## config.mk

```make
export PLATFORM = sky130hd
export DESIGN_NAME = kljs_log
export DESIGN_NICKNAME = d
export VERILOG_FILES = /design/src/design/kljs_pkg.sv /design/src/design/kljs_log.sv
export SDC_FILE = /design/constraint.sdc
export NUM_CORES = 2
export LEC_CHECK = 0
export ABC_CLOCK_PERIOD_IN_PS = 11400
export BUFFER_PORTS_ARGS = -buffer_cell sky130_fd_sc_hd__buf_2
export CAP_MARGIN = 20
export CORE_ASPECT_RATIO = 0.6
export CORE_UTILIZATION = 45
export CTS_BUF_LIST = sky130_fd_sc_hd__clkbuf_2 sky130_fd_sc_hd__clkbuf_4 sky130_fd_sc_hd__clkbuf_8
export DETAILED_ROUTE_END_ITERATION = 7
export SETUP_SLACK_MARGIN = 0.05
export SLEW_MARGIN = 10
export SYNTH_ARGS = -nofsm -noshare
export SYNTH_HDL_FRONTEND = slang
export SYNTH_SLANG_ARGS = --single-unit
```

## constraint.sdc

```tcl
create_clock -name clk -period 11.4 [get_ports clk]
set_clock_uncertainty 0.15 [all_clocks]
set_input_delay 0.57 -clock clk [delete_from_list [all_inputs] [get_ports clk]]
set_output_delay 0.57 -clock clk [all_outputs]
set_load 0.1 [all_outputs]
```

## src/design/kljs_pkg.sv

```systemverilog
package kljs_pkg;

	localparam int LOG_X_W = 40;
	localparam int LN_W = 33;
	localparam logic [29:0] LN2_Q30 = 30'd744261118;
	localparam logic [16:0] ONE_Q16 = 17'd65536;

	localparam logic [1:0] CFG_MODE = 2'd0;
	localparam logic [1:0] CFG_WEIGHT_FIRST = 2'd1;
	localparam logic [1:0] CFG_WEIGHT_SECOND = 2'd2;
	localparam logic [1:0] CFG_SUM_TOLERANCE = 2'd3;

	localparam logic [2:0] ST_OK = 3'd0;
	localparam logic [2:0] ST_FIRST_BAD = 3'd1;
	localparam logic [2:0] ST_SECOND_BAD = 3'd2;
	localparam logic [2:0] ST_BAD_WEIGHTS = 3'd3;
	localparam logic [2:0] ST_INFINITE = 3'd4;
	localparam logic [2:0] ST_NEGATIVE = 3'd5;

	typedef struct packed {
		logic start;
		logic [LOG_X_W-1:0] x;
	} log_req_t;

	typedef struct packed {
		logic done;
		logic [LN_W-1:0] value;
	} log_rsp_t;

endpackage

```

## src/design/kljs_log.sv

```systemverilog
module kljs_log import kljs_pkg::*; (
	input logic clk,
	input logic arst_n,
	input log_req_t req,
	output log_rsp_t rsp
);

	localparam logic [2:0] L_IDLE = 3'd0;
	localparam logic [2:0] L_NORM = 3'd1;
	localparam logic [2:0] L_SQR = 3'd2;
	localparam logic [2:0] L_MUL = 3'd3;
	localparam logic [2:0] L_DONE = 3'd4;

	logic [2:0] st_q;
	logic [LOG_X_W-1:0] y_q;
	logic [5:0] e_q;
	logic [31:0] mant_q;
	logic [27:0] frac_q;
	logic [4:0] i_q;
	logic [LN_W-1:0] res_q;
	logic [63:0] sq;
	logic [32:0] t;
	logic [63:0] prod;

	assign sq = 64'(mant_q) * 64'(mant_q);
	assign t = sq[63:31];
	assign prod = 64'({e_q, frac_q}) * 64'(LN2_Q30) + 64'd536870912;

	always_ff @(posedge clk or negedge arst_n) begin
		if (!arst_n) begin
			st_q <= L_IDLE;
		end else begin
			case (st_q)
				L_IDLE: if (req.start) st_q <= (req.x == '0) ? L_DONE : L_NORM;
				L_NORM: if (y_q[LOG_X_W-1]) st_q <= L_SQR;
				L_SQR: if (i_q == 5'd0) st_q <= L_MUL;
				L_MUL: st_q <= L_DONE;
				default: st_q <= L_IDLE;
			endcase
		end
	end

	always_ff @(posedge clk) begin
		case (st_q)
			L_IDLE: begin
				y_q <= req.x;
				e_q <= 6'(LOG_X_W - 1);
				res_q <= '0;
			end
			L_NORM: begin
				if (y_q[LOG_X_W-1]) begin
					mant_q <= y_q[LOG_X_W-1 -: 32];
					frac_q <= '0;
					i_q <= 5'd27;
				end else begin
					y_q <= {y_q[LOG_X_W-2:0], 1'b0};
					e_q <= e_q - 6'd1;
				end
			end
			L_SQR: begin
				if (t[32]) begin
					mant_q <= t[32:1];
					frac_q[i_q] <= 1'b1;
				end else begin
					mant_q <= t[31:0];
				end
				i_q <= i_q - 5'd1;
			end
			L_MUL: res_q <= prod[30 +: LN_W];
			default: ;
		endcase
	end

	assign rsp.done = (st_q == L_DONE);
	assign rsp.value = res_q;

	a_start_idle: assert property (@(posedge clk) disable iff (!arst_n)
		req.start |-> st_q == L_IDLE) else $error("log start while busy");
	a_zero_fast: assert property (@(posedge clk) disable iff (!arst_n)
		(st_q == L_IDLE && req.start && req.x == '0) |=> rsp.done && rsp.value == '0)
		else $error("log of zero not immediate");
	a_norm_top: assert property (@(posedge clk) disable iff (!arst_n)
		$rose(st_q == L_SQR) |-> mant_q[31]) else $error("mantissa not normalized");

endmodule

```

# [Word-level counts from Yosys, hierarchy flattened]
# Cells that the tools add are included.
[totals] reg_bits=147 memories=0 mem_bits_ro=0 latch_bits=0 in_bits=43 mem_bits_rw=0 output_inout_bits=34
[classes] div=0 bitwise=1 add_sub_neg=3 n_mul=2 n_eq_ne=9 n_reduce_logical=11 mux=20 n_lt_le_gt_ge=2 shift=0
[op_table] op="40-bit one-hot mux with 2 select lines" n=1
[op_table] op="33-bit one-hot mux with 2 select lines" n=1
[op_table] op="32-bit by 32-bit multiplier with 64-bit output" n=1
[op_table] op="32-bit two-way mux" n=2
[op_table] op="32-bit one-hot mux with 2 select lines" n=1
[op_table] op="63-bit by 30-bit adder with 63-bit output (second input constant)" n=1
[op_table] op="34-bit by 29-bit multiplier with 62-bit output (second input constant)" n=1
[op_table] op="28-bit two-way mux" n=2
[op_table] op="28-bit one-hot mux with 2 select lines" n=1
[op_table] op="40-bit logical NOT" n=1
[op_table] op="40-bit two-way mux" n=1
[op_table] op="28-bit OR" n=1
[op_table] op="3-bit two-way mux" n=4
[op_table] op="3-bit one-hot mux with 4 select lines" n=1
[op_table] op="6-bit one-hot mux with 2 select lines" n=1
[op_table] op="2-bit != test (second input constant)" n=5
[op_table] op="5-bit one-hot mux with 2 select lines" n=1
[op_table] op="3-bit by 2-bit equality test with 1-bit output (second input constant)" n=2
[op_table] op="5-bit by 6-bit < comparator with 1-bit output (second input constant)" n=1
[op_table] op="6-bit two-way mux" n=1
[op_table] op="3-bit AND reduction" n=2
[op_table] op="2-bit nonzero test" n=3
[op_table] op="6-bit by 1-bit subtractor with 6-bit output (second input constant)" n=1
[op_table] op="1-bit demux with 5-bit select" n=1
[op_table] op="other kinds (10)" n=11

# [Longest topological paths before layout]
[logic_depth] ltp_word=7 mapped_depth=33 depth_no_buf=31

# [Least setup slack after synthesis]
# Ideal clock, no wire load.
[synth_path] kind="reg-to-reg" from="reg frac_q[12]" to="reg res_q[31], data pin" period_less_slack_ns=8.546 stages_incl_launch_ff=31 required_ns=11.104 slack_ns=2.854 arrival_ns=8.250 cell_sequence="edfxtp_1 inv_1 fa_1 inv_1 fa_1 fa_1 inv_1 fa_1 inv_1 ha_1 fa_1 fa_1 inv_1 fa_1 inv_1 ha_1 and4_1 and2_1 a221oi_2 nor2_1 or3_1 a21oi_1 xnor2_1 ha_1 o2111ai_1 nor4b_2 and4_1 buf_2 nand4_4 or4_1 a21oi_1"
[synth_between] elab_chain_cells=3
[synth_rtl] element="start, declared" line_no="kljs_log.sv:18" source="logic [27:0] frac_q;"
[synth_rtl] element="start signal, assigned" line_no="kljs_log.sv:53" source="frac_q <= '0;"
[synth_rtl] element="start signal, assigned by index" line_no="kljs_log.sv:63" source="frac_q[i_q] <= 1'b1;"
[synth_rtl] element="34-bit by 29-bit multiplier with 62-bit output" line_no="kljs_log.sv:27" source="assign prod = 64'({e_q, frac_q}) * 64'(LN2_Q30) + 64'd536870912;"
[synth_rtl] element="63-bit by 30-bit adder with 63-bit output" line_no="kljs_log.sv:27"
[synth_rtl] element="33-bit one-hot mux with 2 select lines" line_no="kljs_log.sv:44" source="case (st_q)"
[synth_rtl] element="end signal, assigned" line_no="kljs_log.sv:69" source="L_MUL: res_q <= prod[30 +: LN_W];"
[synth_rtl] element="end, declared" line_no="kljs_log.sv:20" source="logic [LN_W-1:0] res_q;"
# Every way passes these cells.
# A chain may end at the register's enable or synchronous reset.

# [Worst setup path in the final report]
[layout_path] from="reg mant_q[3]" to="reg frac_q[3] (enable)"
[layout_between] elab_chain_cells=3
[layout_rtl] element="start, declared" line_no="kljs_log.sv:17" source="logic [31:0] mant_q;"
[layout_rtl] element="start signal, assigned" line_no="kljs_log.sv:52" source="mant_q <= y_q[LOG_X_W-1 -: 32];"
[layout_rtl] element="start signal, assigned" line_no="kljs_log.sv:62" source="mant_q <= t[32:1];"
[layout_rtl] element="start signal, assigned" line_no="kljs_log.sv:65" source="mant_q <= t[31:0];"
[layout_rtl] element="32-bit by 32-bit multiplier with 64-bit output" line_no="kljs_log.sv:25" source="assign sq = 64'(mant_q) * 64'(mant_q);"
[layout_rtl] element="2-bit != test (no source line)"
[layout_rtl] element="3-bit AND reduction (no source line)"
# Every way passes these cells.

==> results.ini <==
[outcome]
outcome = finished, final reports clean

[hold_path]
hold_path_depth = 3
hp-class = in2reg
min_from = req[23]
min_to = y_q[23]$_DFFE_PP_

[setup_path]
worstSetupStartpointType = flop
critPathMaxStageDelay_ps = 1160
end_kind = flop
crit_buf_inv = 6
critPathRequiredTime_ps = 11480
cp_slowest_cell = edfxtp_1
worstPathArrival_ps = 10800
r2r_setup_slack_ps = 680
cp_max_fo = 28
reg2reg_depth = 26
regToRegEndpoint = frac_q[3]$_SDFFCE_PN0P_
reg2reg_from = mant_q[3]$_DFFE_PP_
path_class = reg2reg
path_delay_family = adder cells
crit_top_cell = fa_1

[sta]
clock.fmax_mhz = 93.30
max_slew_margin = 0.2125
min_period_ps = 10720
setup_viol = 0
whs_ps = 114.4
finalMaxSlewViolations = 0
hold_violations = 0
worst_slack_ps = 682.3
rsz0062_at_grt = false
min_period_over_period = 0.9402
tightest_slew_ps = 1181
tns_ps = 0

[synthesis]
yosys_warnings = 0
synth_edf_count = 144
synth_cells = 5526
ys_types = 94
synth_top_area_frac = 0.4527
syn_area_um2 = 52800
ys_ff_latch = 147
yosys-top-cells-area = fa_1, ha_1, inv_1
synth_seq_area_share = 0.08333
syn-mean-instance-area_um2 = 9.554
yosys_most_used_dff = edfxtp_1
synth-async-reset-ratio = 0.02041
yosysTopAreaCell = fa_1
synthesis.nets = 7383

[drt]
vias_per_cell = 5.367
drt-pass1-iter-count = 6
route.vias.total = 38130
route.detailed.drc = 0
drtIter0Drc = 3640
drt_wl_total_mm = 167.4
wl_per_cell_um = 23.56
antenna_left = 0

[cells_and_area]
area_delta_synth_final_pct = 5.692
layout-drive-gt1-share = 0.04875
layout_commonest_cell = inv_1
mostFrequentLayoutCells = inv_1, fa_1, ha_1
utilization = 0.4839
nets = 7424

[clocking]
insertion_delay_ps = 600
cts_buffer_depth = 2
ctsResizeCount = 0
cts_sinks = 147
htreeDepth = 4
cts_tree = built
clk_pin_slew_ps = 140
cts_root_buffer = clkbuf_8
cts_buffers = 17

[placement]
place_ws_ps = 1163
io_buffers = 76
dpl.hpwl_mm = 145.6
gp_congestion = 1.057

[grt]
overflow = 0
grt_usage = 0.2925
grt_pass1_vias = 38970
grt_max_degree = 61
antenna_found_initial = 14
grt_pass1_wl_mm = 253.1

[die]
die_w_um = 444.2
die_area_um2 = 118700
io_pins = 77
start_util = 0.4579
dieHeight_um = 267.3
core_area_um2 = 115300
rows = 96

[job]
max_cap_violations = 0

-- state kept, by name, summed over array words and instances, names as in the netlist --
register  flops
frac_q       28
i_q           5
e_q           6
mant_q       32
y_q          40
st_q          3
res_q        33
-- cell families (layout without fill, tap and decap cells) --
kind of cell	count (synthesis)	in the layout	synth area share
AO/OA/AOI/OAI	550	550	0.06574
XOR/XNOR	94	94	0.01559
adder cells (fa/ha/maj)	1814	1814	0.5997
buffers and inverters	1727	1781	0.1230
flip-flops	147	147	0.08333
multiplexers	23	23	0.004408
other	0	6	0
AND/OR/NAND/NOR	1171	1171	0.1082
-- metrics by stage --
step                      area, µm²  std cells
after floorplan               52800       5526
after global placement        55260       7061
after detailed placement      55290       7063
after CTS                     55740       7096
after global routing          55790       7102
final                         55800       7105
-- synthesized netlist by cell type (all sizes together), types with 9 or more instances --
master / n
or3: 17
a21oi: 190
xor2: 25
xnor2: 69
nand3: 45
edfxtp: 144
or4: 9
nor4: 25
and4: 10
a31oi: 20
nor2: 215
mux2i: 21
clkbuf: 150
a21o: 40
nand2: 457
nand4: 43
o211ai: 20
inv: 1562
and3: 16
a211oi: 19
o21ai: 137
o31ai: 10
nor3: 37
or2: 19
o21a: 17
and2: 197
fa: 1194
nor2b: 11
nand2b: 48
o21bai: 25
ha: 620
-- tightest hold or removal path, stage by stage --
cell and delay (ps):
buf_2 90, nand2_1 40, o21ai_0 50
-- repair_timing --
| action | in CTS | in global routing |
|---|---|---|
| setup buffers | 0 | 0 |
| hold buffers | 1 | 0 |
| hold endpoints to repair | 3 | 0 |
| endpoints found under the setup margin | 0 | 0 |
-- per-layer routing --
| layer | wire length, µm | vias up | share of wire | track usage |
|---|---|---|---|---|
| li1 | - | 16880 | - | - |
| met1 | 82720 | 19240 | 0.49 | 0.4739 |
| met2 | 54950 | 1914 | 0.33 | 0.3247 |
| met3 | 27920 | 79 | 0.17 | 0.1611 |
| met4 | 1436 | 12 | 0.0086 | 0.03448 |
| met5 | 375 | - | 0.0022 | 0.01954 |
-- layout make-up --
type                       count  area [µm²]
sequential                   147        4399
inverter                    1569        5889
antenna                        6       15.01
timing repair buffer         180        1191
clock inverter                15       201.4
multi-input combinational   3652       41970
tap                         1519        1901
fill                       10990       59510
clock buffer                  17       234.0
-- how the worst max path moves through the flow --
stage                                         from                 endpoint  depth (start not counted)
after detailed placement       mant_q[3]$_DFFE_PP_  frac_q[4]$_SDFFCE_PN0P_                         26
after CTS                      mant_q[3]$_DFFE_PP_  frac_q[9]$_SDFFCE_PN0P_                         26
after floorplan           frac_q[12]$_SDFFCE_PN0P_  res_q[31]$_SDFFCE_PN0P_                         30
after global placement    frac_q[17]$_SDFFCE_PN0P_  res_q[31]$_SDFFCE_PN0P_                         29
final                          mant_q[3]$_DFFE_PP_  frac_q[3]$_SDFFCE_PN0P_                         26
after global routing           mant_q[3]$_DFFE_PP_  frac_q[0]$_SDFFCE_PN0P_                         26
Power is not shown: default switching activity piles up to over one toggle a cycle in this logic, so the estimate is an artifact.
